## src/design/iou_pkg.sv

```systemverilog
`timescale 1ns / 1ps
// ----------------------------------------------------------------------------
// IoU package
// Shared defaults and the control bundle that travels with each transaction.
// ----------------------------------------------------------------------------
package iou_pkg;

  localparam int unsigned COORD_BITS_DEF      = 16;
  localparam int unsigned RATIO_FRAC_BITS_DEF = 16;

  typedef struct packed {
    logic valid;
    logic bad;
  } ctl_t;

endpackage

```

## src/design/iou_area_stage.sv

```systemverilog
`timescale 1ns / 1ps
// ----------------------------------------------------------------------------
// IoU area front end
// Three registered steps: edge differences and overlap, the three area
// products, and the union with the invalid-box check.
// ----------------------------------------------------------------------------
module iou_area_stage #(
  parameter int unsigned COORD_BITS = iou_pkg::COORD_BITS_DEF,
  localparam int unsigned AREA_W    = 2 * COORD_BITS,
  localparam int unsigned UNION_W   = AREA_W + 1
) (
  input  logic                  clk_i,
  input  logic                  rst_ni,
  input  logic                  en_i,
  input  logic                  valid_i,
  input  logic [COORD_BITS-1:0] a_left_i,
  input  logic [COORD_BITS-1:0] a_top_i,
  input  logic [COORD_BITS-1:0] a_right_i,
  input  logic [COORD_BITS-1:0] a_bottom_i,
  input  logic [COORD_BITS-1:0] b_left_i,
  input  logic [COORD_BITS-1:0] b_top_i,
  input  logic [COORD_BITS-1:0] b_right_i,
  input  logic [COORD_BITS-1:0] b_bottom_i,
  output iou_pkg::ctl_t         ctl_o,
  output logic [AREA_W-1:0]     inter_o,
  output logic [UNION_W-1:0]    union_o
);

  logic [COORD_BITS-1:0] wa_d, ha_d, wb_d, hb_d, iw_d, ih_d;
  logic [COORD_BITS-1:0] wa_q, ha_q, wb_q, hb_q, iw_q, ih_q;
  logic [COORD_BITS-1:0] ix1, iy1, ix2, iy2;
  iou_pkg::ctl_t         s1_d, s1_q, s2_q, s3_d, s3_q;
  logic [AREA_W-1:0]     area_a_q, area_b_q, inter_q, inter3_q;
  logic [UNION_W-1:0]    union_d, union_q;

  always_comb begin
    ix1  = (a_left_i > b_left_i) ? a_left_i : b_left_i;
    iy1  = (a_top_i > b_top_i) ? a_top_i : b_top_i;
    ix2  = (a_right_i < b_right_i) ? a_right_i : b_right_i;
    iy2  = (a_bottom_i < b_bottom_i) ? a_bottom_i : b_bottom_i;
    iw_d = (ix2 > ix1) ? ix2 - ix1 : '0;
    ih_d = (iy2 > iy1) ? iy2 - iy1 : '0;
    wa_d = a_right_i - a_left_i;
    ha_d = a_bottom_i - a_top_i;
    wb_d = b_right_i - b_left_i;
    hb_d = b_bottom_i - b_top_i;
    s1_d.valid = valid_i;
    s1_d.bad   = (a_right_i < a_left_i) || (a_bottom_i < a_top_i) ||
                 (b_right_i < b_left_i) || (b_bottom_i < b_top_i);
    union_d    = {1'b0, area_a_q} + {1'b0, area_b_q} - {1'b0, inter_q};
    s3_d.valid = s2_q.valid;
    s3_d.bad   = s2_q.bad || (union_d == '0);
  end

  always_ff @(posedge clk_i or negedge rst_ni) begin
    if (!rst_ni) begin
      s1_q <= '0;
      s2_q <= '0;
      s3_q <= '0;
    end else if (en_i) begin
      s1_q <= s1_d;
      s2_q <= s1_q;
      s3_q <= s3_d;
    end
  end

  always_ff @(posedge clk_i) begin
    if (en_i) begin
      wa_q     <= wa_d;
      ha_q     <= ha_d;
      wb_q     <= wb_d;
      hb_q     <= hb_d;
      iw_q     <= iw_d;
      ih_q     <= ih_d;
      area_a_q <= wa_q * ha_q;
      area_b_q <= wb_q * hb_q;
      inter_q  <= iw_q * ih_q;
      inter3_q <= inter_q;
      union_q  <= union_d;
    end
  end

  assign ctl_o   = s3_q;
  assign inter_o = inter3_q;
  assign union_o = union_q;

endmodule

```

## config.mk

```make
export PLATFORM = sky130hd
export DESIGN_NAME = iou_area_stage
export DESIGN_NICKNAME = d
export VERILOG_FILES = /design/src/design/iou_pkg.sv /design/src/design/iou_area_stage.sv
export SDC_FILE = /design/constraint.sdc
export NUM_CORES = 2
export LEC_CHECK = 0
export BUFFER_PORTS_ARGS = -buffer_cell sky130_fd_sc_hd__buf_2
export CAP_MARGIN = 0
export CORE_MARGIN = 1.5
export CORE_UTILIZATION = 46
export CTS_BUF_LIST = sky130_fd_sc_hd__clkbuf_2
export DETAILED_ROUTE_END_ITERATION = 10
export PLACE_DENSITY = 0.74
export SYNTH_ARGS = -nofsm -noshare
export SYNTH_HDL_FRONTEND = slang
export SYNTH_SLANG_ARGS = --single-unit
```

## constraint.sdc

```tcl
create_clock -name clk_i -period 9.2 [get_ports clk_i]
set_input_delay 1.38 -clock clk_i [delete_from_list [all_inputs] [get_ports clk_i]]
set_output_delay 1.38 -clock clk_i [all_outputs]
set_load 0.02 [all_outputs]
```

==> out/qor.yml <==
status: "completed"
synth.mux.area_fraction: 0.00970
synth-compound-area-share: 0.0814
hpwlAfterDp_mm: 95.3
finalWirelength_mm: 115
cap_violations: 0
worst_pin_slew_ns: 1.13
start_util: 0.467
max_freq_mhz: 139
drt-initial-drc-count: 2236
holdWs_ns: 0.463
die_h_um: 306
port_buffers: 198
synth_top_area_frac: 0.294
drc_errors: 0
cts_root_buffer: "clkbuf_2"
maxSlewHeadroom: 0.244
wl_per_cell_um: 19.5
cp-end-kind: "flop"
clkTransAtPathRegs_ns: 0.10
fp.coreArea_um2: 90400
ant_nets: 0
netlist.top_cell.by_area: "fa_1"
viasPerCell: 5.36
fin_skew_ns: 0.127
worstPathRequired_ns: 10.11
seqCellArea_um2: 7870
synth-seq-cells: 263
grt_pass1_vias: 32000
synth_top_family_by_area: "adder cells"
grt_max_degree: 80
worstSetupStartpointType: "flop"
final-setup-viol-count: 0
gr-total-overflow: 0
synth_common_cells: "inv_1, fa_1, nand2_1, ha_1, and2_1"
grt_first_pass_wirelength_mm: 180
hold_buffers: 1
synth-edff-count: 257
numCtsBuffers: 77
synth_nets: 5725
hold_viol_final: 0
period_share: 0.780
grt_antenna_before_repair: 9
synth_seq_area_share: 0.186
syn_to_final_growth_pct: 7.00
gp_congestion: 0.973
clock_path_buffers: 3
cts_tree: "built"
synthDistinctLibCells: 76
synth_area_leaders: "fa_1, edfxtp_1, ha_1, inv_1, and2_1"
multiInputGateArea_um2: 30300
dieWidth_um: 306
min_period_ns: 7.18
yosys.area_share.simple: 0.149
rsz0062_at_grt: "no"
postCtsSetupBuffers: 0
maxSlewViolCount: 0
syn_area_um2: 42200
cp_max_fo: 16
finalSetupTns_ns: 0
cts.sinks: 263
worstPathArrival_ns: 8.10
htreeDepth: 3
hold_class: "in -> reg"
fin_util: 0.499
row_count: 110
pin_count: 199
cts.repair.resized: 0
drive_above_1_share: 0.0762
synthXorXnorAreaFrac: 0.0349
vias: 31500
synth_fa_ha_area_frac: 0.443
clk_latency_ns: 1.17
path_class: "reg -> reg"
synth_ff_type: "edfxtp_1"
yosys_warnings: 0
gr-usage-all-layers: 0.248
nets: 5897
synth_most_common_cell: "inv_1"
syn_inst: 4470
die_area_um2: 93500
synth.avg_cell_area_um2: 9.44
fillers: 8251
synthArstFlopShare: 0.0228
drt_pass1_iterations: 6
per-stage QoR:
stage | std cells | worst slack, ns | area, um^2
2_1_floorplan | 4470 | 2.69 | 42200
3_3_place_gp | 5738 | 2.18 | 44300
3_5_place_dp | 5738 | 2.04 | 44300
4_1_cts | 5874 | 2.14 | 45100
5_1_grt | 5877 | 1.72 | 45100
6_report | 5882 | 2.02 | 45100
registers in the layout, indices dropped and copies added (netlist names), 16 cells and up:
name and flops:
area_a_q 32, area_b_q 32, ha_q 16, hb_q 16, ih_q 16, inter_o 32
inter_q 32, iw_q 16, union_o 33, wa_q 16, wb_q 16
layout make-up:
cell class,count,area share
multi-input cells,3141,0.672
flip-flops and latches,263,0.174
inverters,951,0.0791
well taps,1176,0.0326
repair buffers,208,0.0239
clock buffers,101,0.0112
clock inverters,34,0.00624
diodes,8,0.000443
cells by family after synthesis:
| logic type | Yosys count |
|---|---|
| flip-flops | 263 |
| multiplexers | 40 |
| buffers and inverters | 1066 |
| adder cells (fa/ha/maj) | 1123 |
| XOR/XNOR | 168 |
| AND/OR/NAND/NOR | 1272 |
| AO/OA/AOI/OAI | 538 |
critical path, cell delays in order, from the launching register on:
cell and delay (ns):
edfxtp_1 0.81, nand2_1 0.18, fa_1 0.53, fa_1 0.58, fa_1 0.48, fa_1 0.55
inv_1 0.05, fa_1 0.47, inv_1 0.05, fa_1 0.48, inv_1 0.04, ha_1 0.36
o21a_1 0.14, o21ai_0 0.07, nand2b_1 0.10, a41oi_1 0.20, o21ai_1 0.37, a21oi_1 0.18
a2111oi_0 0.78, o21a_1 0.22, o21a_1 0.14, o41a_1 0.15, xnor2_1 0.07
worst paths after layout:
check	startpoint	endpoint	slack, ns	depth (start not counted)
worst max-delay path	ha_q[2]	area_a_q[31]	2.02	22
worst min-delay path	valid_i	s1_q[1]	0.46	2
worst max register to register	ha_q[2]	area_a_q[31]	2.02	22
worst min register to register	inter_q[0]	inter_o[0]	0.48	0
max in group asynchronous	rst_ni	s1_q[0]	8.45	2
min in group asynchronous	rst_ni	ctl_o[0]	0.59	2
per-layer routing:
layer	up-vias	share of wire	global-route usage
met1	15500	0.43	0.335
met3	197	0.079	0.0461
met4	6	0.044	0.103
met2	1262	0.45	0.392
li1	14600	-	-
met5	-	0.00037	0
cells in the final DEF (no fill, tap or decap), types with 26 or more instances in the layout:
cell type	count
and2_1	386
nor2_1	136
clkbuf_2	101
nor2b_1	34
mux2i_1	33
xnor2_1	117
a21oi_1	147
inv_1	951
nand2b_1	27
nor3_1	57
a21o_1	80
nand3_1	39
ha_1	503
buf_2	197
o21ai_0	127
xor2_1	51
o21a_1	26
nand2_1	507
fa_1	620
edfxtp_1	257
Power is left out: the tool's default activity adds up to more than one toggle a clock period on the data nets, which glitch-free logic cannot reach.
