`src/design/iou_pkg.sv`:
```
`timescale 1ns / 1ps
// ----------------------------------------------------------------------------
// IoU package
// Shared defaults and the control bundle that travels with each transaction.
// ----------------------------------------------------------------------------
package iou_pkg;

  localparam int unsigned COORD_BITS_DEF      = 16;
  localparam int unsigned RATIO_FRAC_BITS_DEF = 16;

  typedef struct packed {
    logic valid;
    logic bad;
  } ctl_t;

endpackage

```
`src/design/iou_div_cell.sv`:
```
`timescale 1ns / 1ps
// ----------------------------------------------------------------------------
// IoU divider cell
// One restoring-division step: resolves one quotient bit and hands the
// shifted remainder, divisor and partial quotient to the next cell.
// ----------------------------------------------------------------------------
module iou_div_cell #(
  parameter int unsigned UNION_W = 33,
  parameter int unsigned Q_W     = 17,
  localparam int unsigned REM_W  = UNION_W + 1
) (
  input  logic               clk_i,
  input  logic               rst_ni,
  input  logic               en_i,
  input  iou_pkg::ctl_t      ctl_i,
  input  logic [REM_W-1:0]   rem_i,
  input  logic [UNION_W-1:0] den_i,
  input  logic [Q_W-1:0]     quo_i,
  output iou_pkg::ctl_t      ctl_o,
  output logic [REM_W-1:0]   rem_o,
  output logic [UNION_W-1:0] den_o,
  output logic [Q_W-1:0]     quo_o
);

  logic               fits;
  logic [REM_W-1:0]   rem_sub;
  iou_pkg::ctl_t      ctl_q;
  logic [REM_W-1:0]   rem_q;
  logic [UNION_W-1:0] den_q;
  logic [Q_W-1:0]     quo_q;

  always_comb begin
    fits    = rem_i >= {1'b0, den_i};
    rem_sub = fits ? rem_i - {1'b0, den_i} : rem_i;
  end

  always_ff @(posedge clk_i or negedge rst_ni) begin
    if (!rst_ni) begin
      ctl_q <= '0;
    end else if (en_i) begin
      ctl_q <= ctl_i;
    end
  end

  always_ff @(posedge clk_i) begin
    if (en_i) begin
      rem_q <= {rem_sub[REM_W-2:0], 1'b0};
      den_q <= den_i;
      quo_q <= {quo_i[Q_W-2:0], fits};
    end
  end

  assign ctl_o = ctl_q;
  assign rem_o = rem_q;
  assign den_o = den_q;
  assign quo_o = quo_q;

endmodule

```
`config.mk`:
```
export PLATFORM = sky130hd
export DESIGN_NAME = iou_div_cell
export DESIGN_NICKNAME = d
export VERILOG_FILES = /design/src/design/iou_pkg.sv /design/src/design/iou_div_cell.sv
export SDC_FILE = /design/constraint.sdc
export NUM_CORES = 1
export LEC_CHECK = 0
export ABC_AREA = 1
export BUFFER_PORTS_ARGS = -buffer_cell sky130_fd_sc_hd__buf_2
export CAP_MARGIN = 20
export CORE_UTILIZATION = 44
export CTS_BUF_LIST = sky130_fd_sc_hd__clkbuf_4 sky130_fd_sc_hd__clkbuf_8 sky130_fd_sc_hd__clkbuf_16
export DETAILED_ROUTE_END_ITERATION = 12
export GPL_TIMING_DRIVEN = 0
export MAX_ROUTING_LAYER = met4
export PLACE_DENSITY = 0.7
export SKIP_CTS_REPAIR_TIMING = 1
export SLEW_MARGIN = 15
export SYNTH_ARGS = -nofsm -noshare
export SYNTH_HDL_FRONTEND = slang
export SYNTH_SLANG_ARGS = --single-unit
```
`constraint.sdc`:
```
create_clock -name clk_i -period 0.8 [get_ports clk_i]
set_input_delay 0.04 -clock clk_i [delete_from_list [all_inputs] [get_ports clk_i]]
set_output_delay 0.04 -clock clk_i [all_outputs]
set_load 0.02 [all_outputs]
```
==> flow_summary.yaml <==
status:
  run_status: "complete, but fails checks"
  violations: "setup timing"
finish:
  antenna_cells_inserted: 0
  final_core_util_pct: 71.4
  num-fill-cells: 1029
  area_growth_syn_to_layout_pct: 55.6
  final_net_count: 1147
  drive_gt1_share_pct: 38.4
  final_cells: 1201
  layout.cell_area.non_filler_um2: 9200
cts:
  tritoncts: "built"
  clkLatencyLatePin_ps: 350
  htreeDepth: 3
  cts_buffer_depth: 2
  clkTransAtPathRegs_ps: 70
  numClockSinks: 85
  clk_root_buffer_cell: "clkbuf_16"
  cts_buffers: 9
critical_path:
  worst-path-buf-inv: 5
  cp_top_family: "simple AND/OR/NAND/NOR gates"
  critical_path.slowest_cell: "ha_4"
  crit_path_frequent_cell: "nand2_1"
  critical-path-max-stage-delay_ps: 230
  setup.worst_path.end_class: "register"
  timing.critical_path.required_ps: 900
  path_depth: 16
  critical_path.startpoint_type: "primary input"
  data_arrival_critical_path_ps: 1690
  path_class: "primary input to register"
  timing.reg2reg.worst_path_depth: 1
  crit_path_cell_trace: "buf_2, inv_1, ha_4, nand2_1, nand2_1, inv_1, nand2_1, inv_2, nand3_4, nand2_2, nand2_4, nand2_8, nand2_8, clkbuf_16, nand3_2, nand2_1"
  timing.critical_path.fanout_max: 7
timing:
  setup_viol: 119
  slew_limit_fails: 0
  rsz0062_at_grt: "yes"
  report.final.hold_viol_count: 0
  achievable-frequency_ghz: 0.630
  postLayoutSetupSlackWorst_ps: -787
  whs_ps: 40.4
  final_period_minus_worst_setup_slack_ps: 1590
  finClkSkew_ps: 0
  period_share_pct: 198
placed_design:
  pre_cts_slack_ps: -1280
  io_buffers: 172
  place_hpwl_mm: 12.2
  area_after_dpl_um2: 7390
  place_congestion: 0.868
  post-place-cells: 1113
global_route:
  groute.usage.overall_pct: 22.6
  grt_overflow_total: 0
  pin_count_of_the_biggest_net_entering_global_routing: 53
  first_pass_grt_wire_length_mm: 23.6
  antenna_found_initial: 0
  grt_pass1_vias: 4845
floorplan:
  core-area_um2: 12900
  num_io_pins: 175
  dieArea_um2: 13900
  floorplan.initialDensity_pct: 45.9
  die_height_um: 118
  floorplan.die.width_um: 118
  placementRows: 41
worst_hold_path:
  min_path_type: "primary input to register"
  hold_critical_path_depth: 3
route:
  detail_route.first_pass.iterations: 5
  wirelength_mm: 17.7
  drt-vias-per-instance: 4.79
  highest-signal-layer: "met4"
  drtAntennaViolNets: 0
  detail_route.wl_per_cell_um: 14.7
  detailedRoute.firstIterationViolations: 283
  vias: 5747
  met3RoutedLength_um: 705
  routed-wl-met2_mm: 8.76
  wirelength_met1_mm: 8.00
  drt_drc_violations_left: 0
power_and_ir_drop:
  vdd.ir_drop.worst_mv: 1.72
  sequentialPowerShare_pct: 36.6
  leakage_nw: 4.54
  combinational_group_share_of_total_power_pct: 35.4
  p_int_mw: 10.3
  p_sw_share_pct: 33.3
  p_switching_mw: 5.15
  p_per_area_nw_per_um2: 1680
  clock_power_share_pct: 28.0
logic_synthesis:
  synth.ff_latch_count: 85
  nets_in_the_synthesized_netlist: 891
  synth_cells: 768
  synthesis.area_per_instance_um2: 7.70
  synth.lib_cells_used.distinct: 34
  synth-seq-area-share_pct: 43.0
  ys_warnings: 0
  synth.cell_area_um2: 5910
run:
  cap_viol_max_count: 0
stage by stage:
step / TNS, ps / total power, mW
after floorplan: -25910 / 8.51
after global placement: -130470 / 9.85
after detailed placement: -59110 / 9.91
after CTS: -40180 / 14.2
after global routing: -40230 / 16.2
final: -35430 / 15.4
layer usage:
layer,track usage [%],vias to the layer above
met5,-,-
met4,6.49,0
met3,3.68,13
met2,35.9,163
met1,29.7,2649
li1,-,2922
cells by family (layout without fill, tap and decap cells):
kind of cell / Yosys count / in the layout / share of synthesized area [%]
buffers and inverters: 168 / 428 / 11.4
AO/OA/AOI/OAI: 25 / 25 / 2.31
XOR/XNOR: 14 / 14 / 2.07
multiplexers: 2 / 2 / 0.381
flip-flops: 85 / 85 / 43.0
adder cells (fa/ha/maj): 34 / 34 / 7.32
AND/OR/NAND/NOR: 439 / 440 / 33.4
other: 1 / 1 / 0.0634
cells in the final DEF (no fill, tap or decap), types with 2 or more instances in the layout:
master,count
buf_12,2
nand3_2,16
xor2_1,13
buf_8,3
inv_4,3
nand2_4,18
nand3_1,47
nor3_2,3
clkinv_4,2
nand3b_1,11
nand2_8,2
nor3_4,3
inv_1,139
nor3_1,3
or2_2,2
inv_2,15
buf_6,42
buf_4,18
dfrtp_2,2
a21o_1,2
clkbuf_16,12
a21oi_2,3
nor2_1,29
nor2_4,8
nor2_2,7
dlygate4sd3_1,53
mux2_2,2
a21oi_1,18
edfxtp_1,83
nand4_1,2
nand3_4,5
ha_4,32
nand2_1,223
inv_6,2
nand2_2,54
and2_1,7
buf_2,132
final cells by class:
cell class / instances / area (um^2) / share of cell area, %
Multi-Input combinational cell: 516 / 3530 / 38.4
Sequential cell: 85 / 2540 / 27.7
Timing Repair Buffer: 244 / 1870 / 20.4
Inverter: 158 / 613 / 6.67
Clock buffer: 9 / 225 / 2.45
Tap cell: 172 / 215 / 2.34
Buffer: 10 / 113 / 1.22
Clock inverter: 7 / 81.3 / 0.884
path summary, 6_finish.rpt:
path,startpoint,endpoint,slack (ps)
worst max-delay path,den_i[9],rem_o[20]$_DFFE_PP_,-790
worst min-delay path,rem_i[5],rem_o[6]$_DFFE_PP_,40
worst max register to register,ctl_o[0]$_DFFE_PN0P_,ctl_o[0]$_DFFE_PN0P_,10
worst min register to register,ctl_o[1]$_DFFE_PN0P_,ctl_o[1]$_DFFE_PN0P_,540
max in group asynchronous,rst_ni,ctl_o[0]$_DFFE_PN0P_,110
min in group asynchronous,rst_ni,ctl_o[1]$_DFFE_PN0P_,550
worst min-delay path, stage by stage:
cell and delay [ps]:
buf_2 110, nand3_1 80, nand2_1 70
cell usage after synthesis (all sizes together):
library cell	number	share of area [%]
o21bai	1	0.13
xnor2	1	0.15
inv	158	10
xor2	13	1.9
o21ai	1	0.085
nand2	296	19
or2	2	0.21
ha	33	7.0
fa	1	0.34
a21oi	21	1.8
buf	10	1.4
nand3	68	7.1
nor3	9	1.0
conb	1	0.063
nand3b	11	1.4
nand4	2	0.21
edfxtp	83	42
nor2	44	3.3
and2	7	0.74
mux2	2	0.38
a21o	2	0.25
dfrtp	2	0.85
power by group through the flow:
stage	Combinational, mW	Sequential [mW]	Clock, mW
3_3_place_gp	4.18	5.67	0
6_report	5.46	5.65	4.33
4_1_cts	4.26	5.59	4.38
2_1_floorplan	2.18	6.34	0
5_1_grt	5.93	5.69	4.56
3_5_place_dp	4.24	5.67	0
flip-flops by register name, indices dropped and copies added, names as in the netlist:
register and count:
rem_o 33, den_o 33, ctl_o 2, quo_o 17
No activity file was read; power rests on OpenSTA's default activity.
